--- src/rtl/core/sefc_pkg.sv ---
// Shared types and codes for the sprite extrusion face culler.
// Used by every module under rtl/core; depends on nothing.
`default_nettype none

package sefc_pkg;

    // item kinds
    localparam logic KIND_PIXEL = 1'b0;
    localparam logic KIND_FLUSH = 1'b1;

    // face codes, also the bit positions in a face mask
    localparam logic [2:0] FACE_TOP      = 3'd0;
    localparam logic [2:0] FACE_BOTTOM   = 3'd1;
    localparam logic [2:0] FACE_ROW_MINUS = 3'd2;
    localparam logic [2:0] FACE_ROW_PLUS  = 3'd3;
    localparam logic [2:0] FACE_COL_PLUS  = 3'd4;
    localparam logic [2:0] FACE_COL_MINUS = 3'd5;
    localparam int         FACE_COUNT     = 6;

    // register indexes
    localparam int REG_IMAGE_HEIGHT = 0;

    localparam int HEIGHT_FIELD_W = 7;
    localparam int QUEUE_DEPTH    = 2;

    typedef struct packed {
        logic       kind;
        logic [7:0] alpha;
    } pixel_item_t;

    typedef struct packed {
        logic [5:0] cell_x;
        logic [5:0] cell_y;
        logic [2:0] face;
        logic       last;
    } face_item_t;

    // one decided cell waiting for serialization
    typedef struct packed {
        logic [FACE_COUNT-1:0] mask;
        logic [5:0]            cell_x;
        logic [5:0]            cell_y;
    } cell_entry_t;

    function automatic logic [2:0] first_face(input logic [FACE_COUNT-1:0] mask);
        logic [2:0] code;
        logic       found;
        code  = FACE_TOP;
        found = 1'b0;
        for (int i = 0; i < FACE_COUNT; i++) begin
            if (mask[i] && !found) begin
                code  = 3'(i);
                found = 1'b1;
            end
        end
        return code;
    endfunction

endpackage

`default_nettype wire

--- src/rtl/core/sefc_front.sv ---
// Front end: takes pixel items, keeps two columns of opacity history and
// decides the faces of the cell one column back. Uses sefc_pkg.
`default_nettype none

module sefc_front #(
    parameter int MAX_HEIGHT = 64,
    parameter int MAX_WIDTH  = 64,
    parameter int HW         = 7
) (
    input  wire logic                  clk,
    input  wire logic                  rst_n,
    input  wire logic                  clear,
    input  wire logic [HW-1:0]         height,
    input  wire logic                  pixel_valid,
    output logic                       pixel_stall,
    input  wire sefc_pkg::pixel_item_t pixel,
    input  wire logic                  queue_full,
    output logic                       push,
    output sefc_pkg::cell_entry_t      entry
);
    import sefc_pkg::*;

    localparam int RW        = (MAX_HEIGHT > 1) ? $clog2(MAX_HEIGHT) : 1;
    localparam int CLW       = (MAX_WIDTH > 1) ? $clog2(MAX_WIDTH) : 1;
    localparam int ABOVE_IDX = (MAX_HEIGHT >= 2) ? MAX_HEIGHT - 2 : 0;

    // near_reg holds history[h-1 .. 0] at [M-1 .. M-h]; far_reg holds
    // history[2h-1 .. h] the same way. New bits enter at M-h, so the
    // taps we need sit at fixed positions.
    logic [MAX_HEIGHT-1:0] near_reg, near_next;
    logic [MAX_HEIGHT-1:0] far_reg, far_next;
    logic                  below_reg;          // history[h]
    logic [RW-1:0]         row_reg, row_next;
    logic [CLW-1:0]        col_reg, col_next;
    logic                  primed_reg, primed_next;

    logic                  accept;
    logic                  cur;
    logic [HW-1:0]         start;
    logic                  row_wrap;
    logic [FACE_COUNT-1:0] mask;

    assign pixel_stall = queue_full;
    assign accept      = pixel_valid && !queue_full;
    assign cur         = (pixel.kind == KIND_PIXEL) && (pixel.alpha != 8'd0);
    assign start       = HW'(MAX_HEIGHT) - height;
    assign row_wrap    = (HW'(row_reg) + HW'(1)) >= height;

    always_comb
    begin
        mask = '0;
        if (primed_reg && near_reg[MAX_HEIGHT-1]) begin
            mask[FACE_TOP]       = 1'b1;
            mask[FACE_BOTTOM]    = 1'b1;
            mask[FACE_ROW_MINUS] = (row_reg == '0) || !below_reg;
            mask[FACE_ROW_PLUS]  = row_wrap || !near_reg[ABOVE_IDX];
            mask[FACE_COL_PLUS]  = !cur;
            mask[FACE_COL_MINUS] = !far_reg[MAX_HEIGHT-1];
        end
    end

    assign push         = accept && (mask != '0);
    assign entry.mask   = mask;
    assign entry.cell_x = 6'(col_reg);
    assign entry.cell_y = 6'(row_reg);

    always_comb
    begin
        near_next = near_reg;
        far_next  = far_reg;
        for (int j = 0; j < MAX_HEIGHT; j++) begin
            if (HW'(j) == start) begin
                near_next[j] = cur;
                far_next[j]  = near_reg[MAX_HEIGHT-1];
            end else if (HW'(j) > start) begin
                near_next[j] = near_reg[j-1];
                far_next[j]  = far_reg[j-1];
            end
        end

        row_next    = row_wrap ? '0 : row_reg + RW'(1);
        col_next    = col_reg;
        primed_next = primed_reg;
        if (row_wrap) begin
            if (primed_reg) begin
                col_next = (col_reg == CLW'(MAX_WIDTH - 1)) ? '0 : col_reg + CLW'(1);
            end else begin
                primed_next = 1'b1;
            end
        end
    end

    always_ff @(posedge clk or negedge rst_n)
    begin
        if (!rst_n) begin
            near_reg   <= '0;
            far_reg    <= '0;
            below_reg  <= 1'b0;
            row_reg    <= '0;
            col_reg    <= '0;
            primed_reg <= 1'b0;
        end else if (clear) begin
            near_reg   <= '0;
            far_reg    <= '0;
            below_reg  <= 1'b0;
            row_reg    <= '0;
            col_reg    <= '0;
            primed_reg <= 1'b0;
        end else if (accept) begin
            near_reg   <= near_next;
            far_reg    <= far_next;
            below_reg  <= near_reg[MAX_HEIGHT-1];
            row_reg    <= row_next;
            col_reg    <= col_next;
            primed_reg <= primed_next;
        end
    end

endmodule

`default_nettype wire

--- src/rtl/core/sefc_queue.sv ---
// Two-entry queue of decided cells between front and back end.
// Uses sefc_pkg for the entry type and depth.
`default_nettype none

module sefc_queue (
    input  wire logic                  clk,
    input  wire logic                  rst_n,
    input  wire logic                  push,
    input  wire sefc_pkg::cell_entry_t push_entry,
    input  wire logic                  pop,
    output logic                       full,
    output logic                       nonempty,
    output sefc_pkg::cell_entry_t      head
);
    import sefc_pkg::*;

    localparam int PW = $clog2(QUEUE_DEPTH);
    localparam int NW = $clog2(QUEUE_DEPTH + 1);

    cell_entry_t   mem [QUEUE_DEPTH];
    logic [PW-1:0] wr_ptr_reg;
    logic [PW-1:0] rd_ptr_reg;
    logic [NW-1:0] count_reg;
    logic          do_push;
    logic          do_pop;

    assign full     = count_reg == NW'(QUEUE_DEPTH);
    assign nonempty = count_reg != '0;
    assign head     = mem[rd_ptr_reg];
    assign do_push  = push && !full;
    assign do_pop   = pop && nonempty;

    always_ff @(posedge clk)
    begin
        if (do_push) begin
            mem[wr_ptr_reg] <= push_entry;
        end
    end

    always_ff @(posedge clk or negedge rst_n)
    begin
        if (!rst_n) begin
            wr_ptr_reg <= '0;
            rd_ptr_reg <= '0;
            count_reg  <= '0;
        end else begin
            if (do_push) begin
                wr_ptr_reg <= (wr_ptr_reg == PW'(QUEUE_DEPTH - 1)) ? '0 : wr_ptr_reg + PW'(1);
            end
            if (do_pop) begin
                rd_ptr_reg <= (rd_ptr_reg == PW'(QUEUE_DEPTH - 1)) ? '0 : rd_ptr_reg + PW'(1);
            end
            if (do_push && !do_pop) begin
                count_reg <= count_reg + NW'(1);
            end else if (do_pop && !do_push) begin
                count_reg <= count_reg - NW'(1);
            end
        end
    end

endmodule

`default_nettype wire

--- src/rtl/core/sefc_back.sv ---
// Back end: walks the face mask of each queued cell and emits one face
// item per cycle while face_stall is low, through an output register. Uses sefc_pkg.
`default_nettype none

module sefc_back (
    input  wire logic                  clk,
    input  wire logic                  rst_n,
    input  wire logic                  queue_nonempty,
    input  wire sefc_pkg::cell_entry_t queue_head,
    output logic                       pop,
    output logic                       face_valid,
    input  wire logic                  face_stall,
    output sefc_pkg::face_item_t       face_item
);
    import sefc_pkg::*;

    logic                  cur_valid_reg, cur_valid_next;
    logic [FACE_COUNT-1:0] cur_mask_reg, cur_mask_next;
    logic [5:0]            cur_x_reg;
    logic [5:0]            cur_y_reg;
    logic                  out_valid_reg;
    face_item_t            out_item_reg;

    logic                  load;
    logic [FACE_COUNT-1:0] lowest;
    logic [FACE_COUNT-1:0] remaining;
    logic                  cell_done;

    assign load      = !out_valid_reg || !face_stall;
    assign lowest    = cur_mask_reg & (~cur_mask_reg + FACE_COUNT'(1));
    assign remaining = cur_mask_reg & ~lowest;
    assign cell_done = load && cur_valid_reg && (remaining == '0);
    assign pop       = queue_nonempty && (!cur_valid_reg || cell_done);

    always_comb
    begin
        cur_valid_next = cur_valid_reg;
        cur_mask_next  = cur_mask_reg;
        if (pop) begin
            cur_valid_next = 1'b1;
            cur_mask_next  = queue_head.mask;
        end else if (cell_done) begin
            cur_valid_next = 1'b0;
        end else if (load && cur_valid_reg) begin
            cur_mask_next = remaining;
        end
    end

    always_ff @(posedge clk or negedge rst_n)
    begin
        if (!rst_n) begin
            cur_valid_reg <= 1'b0;
            out_valid_reg <= 1'b0;
        end else begin
            cur_valid_reg <= cur_valid_next;
            if (load) begin
                out_valid_reg <= cur_valid_reg;
            end
        end
    end

    always_ff @(posedge clk)
    begin
        cur_mask_reg <= cur_mask_next;
        if (pop) begin
            cur_x_reg <= queue_head.cell_x;
            cur_y_reg <= queue_head.cell_y;
        end
        if (load) begin
            out_item_reg.cell_x <= cur_x_reg;
            out_item_reg.cell_y <= cur_y_reg;
            out_item_reg.face   <= first_face(cur_mask_reg);
            out_item_reg.last   <= remaining == '0;
        end
    end

    assign face_valid = out_valid_reg;
    assign face_item  = out_item_reg;

endmodule

`default_nettype wire

--- src/rtl/core/sprite_extrusion_face_cull_core.sv ---
// Top level of the sprite extrusion face culler: APB register, front end,
// cell queue and face serializer. Uses sefc_pkg and the sefc_* modules.
`default_nettype none

// Takes sprite alpha bytes column by column and emits the visible faces of
// each opaque cell (top and bottom always, sides only toward transparent or
// out-of-image neighbors), one column behind the input. A pixel item is taken
// every cycle while the two-entry cell queue has room; a transparent cell or
// one still in the first column puts nothing in the queue. Output is set by the
// face serializer at one face per cycle while face_stall is low, so a decided
// opaque cell gives 2 to 6 faces and the sustained input rate is set by the
// number of faces per pixel, at most 6. The first face of a cell passes
// through the cell queue, the serializer's current-cell register and its
// output register. Writing image_height (clamped to 1..MAX_HEIGHT) restarts
// the image and clears the history; write it only while the block is idle.
module sprite_extrusion_face_cull_core #(
    parameter int MAX_HEIGHT = 64,
    parameter int MAX_WIDTH  = 64
) (
    input  wire logic                  clk,
    input  wire logic                  rst_n,
    input  wire logic                  pixel_valid,
    output logic                       pixel_stall,
    input  wire sefc_pkg::pixel_item_t pixel,
    output logic                       face_valid,
    input  wire logic                  face_stall,
    output sefc_pkg::face_item_t       face_item,
    input  wire logic                  psel,
    input  wire logic                  penable,
    input  wire logic                  pwrite,
    input  wire logic [2:0]            paddr,
    input  wire logic [31:0]           pwdata,
    output logic [31:0]                prdata,
    output logic                       pready
);
    import sefc_pkg::*;

    localparam int HW   = $clog2(MAX_HEIGHT + 1);
    localparam int CMPW = (HW > HEIGHT_FIELD_W) ? HW : HEIGHT_FIELD_W;
    localparam int HEIGHT_AT_RESET = (MAX_HEIGHT < 16) ? MAX_HEIGHT : 16;

    logic [HW-1:0]             height_reg, height_next;
    logic [HEIGHT_FIELD_W-1:0] wr_value;
    logic                      height_write;

    logic                      queue_full;
    logic                      queue_nonempty;
    logic                      push;
    logic                      pop;
    cell_entry_t               push_entry;
    cell_entry_t               queue_head;

    assign pready       = 1'b1;
    assign height_write = psel && penable && pwrite && pready
                          && (paddr[2] == 1'(REG_IMAGE_HEIGHT));
    assign wr_value     = pwdata[HEIGHT_FIELD_W-1:0];
    assign prdata       = (paddr[2] == 1'(REG_IMAGE_HEIGHT)) ? 32'(height_reg) : 32'd0;

    always_comb
    begin
        if (wr_value == '0) begin
            height_next = HW'(1);
        end else if (CMPW'(wr_value) > CMPW'(MAX_HEIGHT)) begin
            height_next = HW'(MAX_HEIGHT);
        end else begin
            height_next = HW'(wr_value);
        end
    end

    always_ff @(posedge clk or negedge rst_n)
    begin
        if (!rst_n) begin
            height_reg <= HW'(HEIGHT_AT_RESET);
        end else if (height_write) begin
            height_reg <= height_next;
        end
    end

    sefc_front #(
        .MAX_HEIGHT (MAX_HEIGHT),
        .MAX_WIDTH  (MAX_WIDTH),
        .HW         (HW)
    ) u_front (
        .clk         (clk),
        .rst_n       (rst_n),
        .clear       (height_write),
        .height      (height_reg),
        .pixel_valid (pixel_valid),
        .pixel_stall (pixel_stall),
        .pixel       (pixel),
        .queue_full  (queue_full),
        .push        (push),
        .entry       (push_entry)
    );

    sefc_queue u_queue (
        .clk        (clk),
        .rst_n      (rst_n),
        .push       (push),
        .push_entry (push_entry),
        .pop        (pop),
        .full       (queue_full),
        .nonempty   (queue_nonempty),
        .head       (queue_head)
    );

    sefc_back u_back (
        .clk            (clk),
        .rst_n          (rst_n),
        .queue_nonempty (queue_nonempty),
        .queue_head     (queue_head),
        .pop            (pop),
        .face_valid     (face_valid),
        .face_stall     (face_stall),
        .face_item      (face_item)
    );

endmodule

`default_nettype wire

--- config.mk ---
export PLATFORM = sky130hd
export DESIGN_NAME = sprite_extrusion_face_cull_core
export DESIGN_NICKNAME = d
export VERILOG_FILES = /design/src/rtl/core/sefc_pkg.sv /design/src/rtl/core/sefc_front.sv /design/src/rtl/core/sefc_queue.sv /design/src/rtl/core/sefc_back.sv /design/src/rtl/core/sprite_extrusion_face_cull_core.sv
export SDC_FILE = /design/constraint.sdc
export NUM_CORES = 1
export LEC_CHECK = 0
export BUFFER_PORTS_ARGS = -buffer_cell sky130_fd_sc_hd__buf_2
export CORE_ASPECT_RATIO = 1.75
export CORE_MARGIN = 3
export CORE_UTILIZATION = 65
export DETAILED_ROUTE_END_ITERATION = 12
export GPL_TIMING_DRIVEN = 0
export PLACE_DENSITY = 0.92
export SLEW_MARGIN = 20
export SYNTH_ARGS = -nofsm -noshare
export SYNTH_HDL_FRONTEND = slang
export SYNTH_SLANG_ARGS = --single-unit
--- constraint.sdc ---
create_clock -name clk -period 7.5 [get_ports clk]
set_clock_uncertainty 0.05 [all_clocks]
set_input_delay 0.75 -clock clk [delete_from_list [all_inputs] [get_ports clk]]
set_output_delay 0.75 -clock clk [all_outputs]
set_load 0.05 [all_outputs]
==> results.md <==
- Seq/Total Area, Yosys: 0.480
- Final net count: 1407
- Top FF cell, synth: dfrtp_1
- Final Slew Violations: 0
- # IOs: 102
- Vias in the first global route: 11400
- Worst setup EP type: register
- Die area: 20700 um^2
- Cts repair resizes: 0
- Hold bufs inserted after CTS: 0
- Starting DRT DRC Count: 1174
- Post-synth top area cell: dfrtp_1
- Die Y: 188 um
- Placed Cells incl. Taps: 1555
- Ant diodes: 0
- Lkg Pwr: 5.92 nW
- Total track usage: 0.428
- Routed WL per cell: 27.4 um
- FMAX: 236 MHz
- Fraction of layout cells with a size suffix above 1: 0.149
- Initial antenna violation count: 0
- Pre-antenna DRT Iters: 9
- Clock Latency Late Sink: 0.53 ns
- Maximum vdd drop: 266 uV
- Dpl hpwl: 31300 um
- Ys async rst share: 0.695
- Final Hold Violating Endpoints: 0
- Setup TNS: 0 ns
- DRT Wirelength: 43700 um
- Non-Filler Instances: 1595
- Initial Util: 0.664
- Chip width: 110 um
- Area Overhead vs Synth: 11.3%
- Flops & latches, synth: 223
- Grt ovf: 0
- Yosys warns: 0
- Crit share post-route: 0.565
- First-pass GRT wire length: 65600 um
- PD cells: 384 nW/um^2
- Hold Crit Class: in -> async
- Routability cong.: 1.10
- Cts bufs inserted: 22
- Tightest Pin Transition: 1.14 ns
- Crit Path Max Fanout: 10
- Syn Inst Count: 1244
- CTS clk-pin slew, worst paths: 0.07 ns
- Via count: 11100
- Setup violations, final: 0
- DRC Markers: 0
- Top cell type's share of synthesized area: 0.312
- Largest net degree at the start of global routing: 97
- Req. time, crit path: 7.85 ns
- Max Cap Violations: 0
- Placement Rows: 66
- Clock Tree Root: clkbuf_16
- Main area contributors after synthesis: dfrtp_1 (31%), edfxtp_1 (17%), mux2i_1 (8.3%), nor2_1 (4.2%), a21oi_1 (3.4%)
- CP Launch Type: register
- H-tree Lvls: 1
- Setup CP Type: reg -> reg
- Vias/cell: 6.95
- Sink Count: 223
- Core box area: 18600 um^2
- Min cycle time layout: 4.24 ns
- CTS tree: built
- Maximum buffer depth of the clock tree: 3
- Mean area per synthesized cell: 9.92 um^2
- # Post-CTS Setup Buffers: 0
- Synthesized area: 12300 um^2
- Rel. slew slack: 0.236
- CP arrival: 4.59 ns
- Status: finished clean
- Port Buffers: 47
- Routed Antenna Nets: 0
- Synth unique cells: 85
- RSZ-0062 raised after global routing: false
- Post-synth EDFFs: 68
logic make-up (layout without fill, tap and decap cells):
| logic type | Yosys count | count (layout) | share of synthesized area |
|---|---|---|---|
| and+or+nand+nor | 407 | 407 | 0.155 |
| xor gates and xnor gates | 13 | 13 | 0.00984 |
| AOI/OAI and AO/OA | 320 | 320 | 0.168 |
| muxes | 149 | 149 | 0.126 |
| adders and majority gates | 16 | 16 | 0.0160 |
| buffers and inverters | 114 | 203 | 0.0445 |
| DFF | 223 | 223 | 0.480 |
| other | 2 | 26 | 0.000609 |
layout by cell type, fill, tap and decap left out, types with 6 or more instances in the layout:
cell type / synthesis / final
mux2_2: 37 / 37
a22o_1: 8 / 8
o21ai_0: 67 / 67
nand3b_1: 6 / 6
o21ai_1: 17 / 17
nor3_2: 7 / 8
or2_2: 6 / 6
clkbuf_16: 0 / 23
a211oi_1: 27 / 27
ha_1: 15 / 15
edfxtp_1: 68 / 68
nand2b_1: 10 / 10
o22ai_1: 12 / 12
dfrtp_1: 154 / 154
nand2_1: 107 / 107
and2_1: 7 / 7
a21oi_1: 85 / 84
inv_1: 17 / 17
buf_4: 27 / 28
or3_1: 9 / 9
o31ai_1: 25 / 25
o21a_1: 9 / 9
mux2_1: 9 / 9
nor2_1: 138 / 138
buf_2: 16 / 62
clkbuf_1: 45 / 50
nand3_1: 51 / 51
a31oi_1: 16 / 16
mux2i_1: 102 / 102
and3_1: 13 / 13
conb_1: 2 / 26
o211ai_1: 9 / 9
xnor2_1: 7 / 7
buf_1: 7 / 7
nor3_1: 24 / 23
power by group:
part | switching, mW | internal [mW] | total, mW
clock network | 0.482 | 0.640 | 1.12
registers | 0.272 | 1.71 | 1.98
logic | 1.47 | 0.702 | 2.17
total | 2.22 | 3.05 | 5.28
synth_stat cells, types with 12 or more instances:
cell      count
o22ai_1      12
o21ai_0      67
and3_1       13
nor3_1       24
a21oi_1      85
o21ai_1      17
a211oi_1     27
mux2i_1     102
nor2_1      138
clkbuf_1     45
buf_2        16
o31ai_1      25
a31oi_1      16
nand3_1      51
nand2_1     107
dfrtp_1     154
ha_1         15
edfxtp_1     68
inv_1        17
mux2_2       37
buf_4        27
cell type report:
class | count | area (um^2)
Buffer | 95 | 478
Clock buffer | 29 | 608
Clock inverter | 11 | 106
Fill cell | 1312 | 4850
Inverter | 19 | 71.3
Multi-Input combinational cell | 931 | 5970
Sequential cell | 223 | 5920
Tap cell | 238 | 298
Timing Repair Buffer | 49 | 280
metrics by stage:
stage               worst slack, ns  cell area, um^2   util  hold slack, ns  total power, mW
floorplan                      4.61            12400      -           0.350             3.36
global placement               3.33            13000  0.698           0.356             3.97
detailed placement             3.28            13000  0.700           0.363             4.07
CTS                            3.50            13700  0.739           0.127             5.18
global route                   3.26            13700  0.739           0.135             5.50
finish                         3.26            13700  0.739          0.0913             5.28
routing by layer:
metal | routed length [um] | part of all wire | global-route usage | vias to the layer above
li1 | - | - | - | 4691
met1 | 13900 | 0.32 | 0.478 | 5262
met2 | 21200 | 0.49 | 0.699 | 819
met3 | 4220 | 0.097 | 0.0895 | 311
met4 | 4350 | 0.10 | 0.325 | 0
met5 | 0 | 0 | 0 | -
critical path: stages, from the launching register on:
cell and delay [ns]:
dfrtp_1 0.46, buf_2 0.23, inv_1 0.29, ha_1 0.38, buf_2 0.29, xor2_2 0.28, nor3_2 0.91, nand3_1 0.45
a21oi_1 0.40, mux2_2 0.37
worst paths after layout:
kind | start | endpoint | slack [ns] | depth (start not counted)
setup reg to reg | height_reg[0] | u_front.near_reg[44] | 3.26 | 9
max in group asynchronous | rst_n | u_front.far_reg[7] | 6.41 | 2
min in group clk | u_back.cur_x_reg[2] | u_back.face_item[12] | 0.38 | 0
hold reg to reg | u_back.cur_x_reg[2] | u_back.face_item[12] | 0.38 | 0
setup / recovery | height_reg[0] | u_front.near_reg[44] | 3.26 | 9
hold / removal | rst_n | u_back.face_valid | 0.09 | 1
No activity file was read; power rests on OpenSTA's default activity.
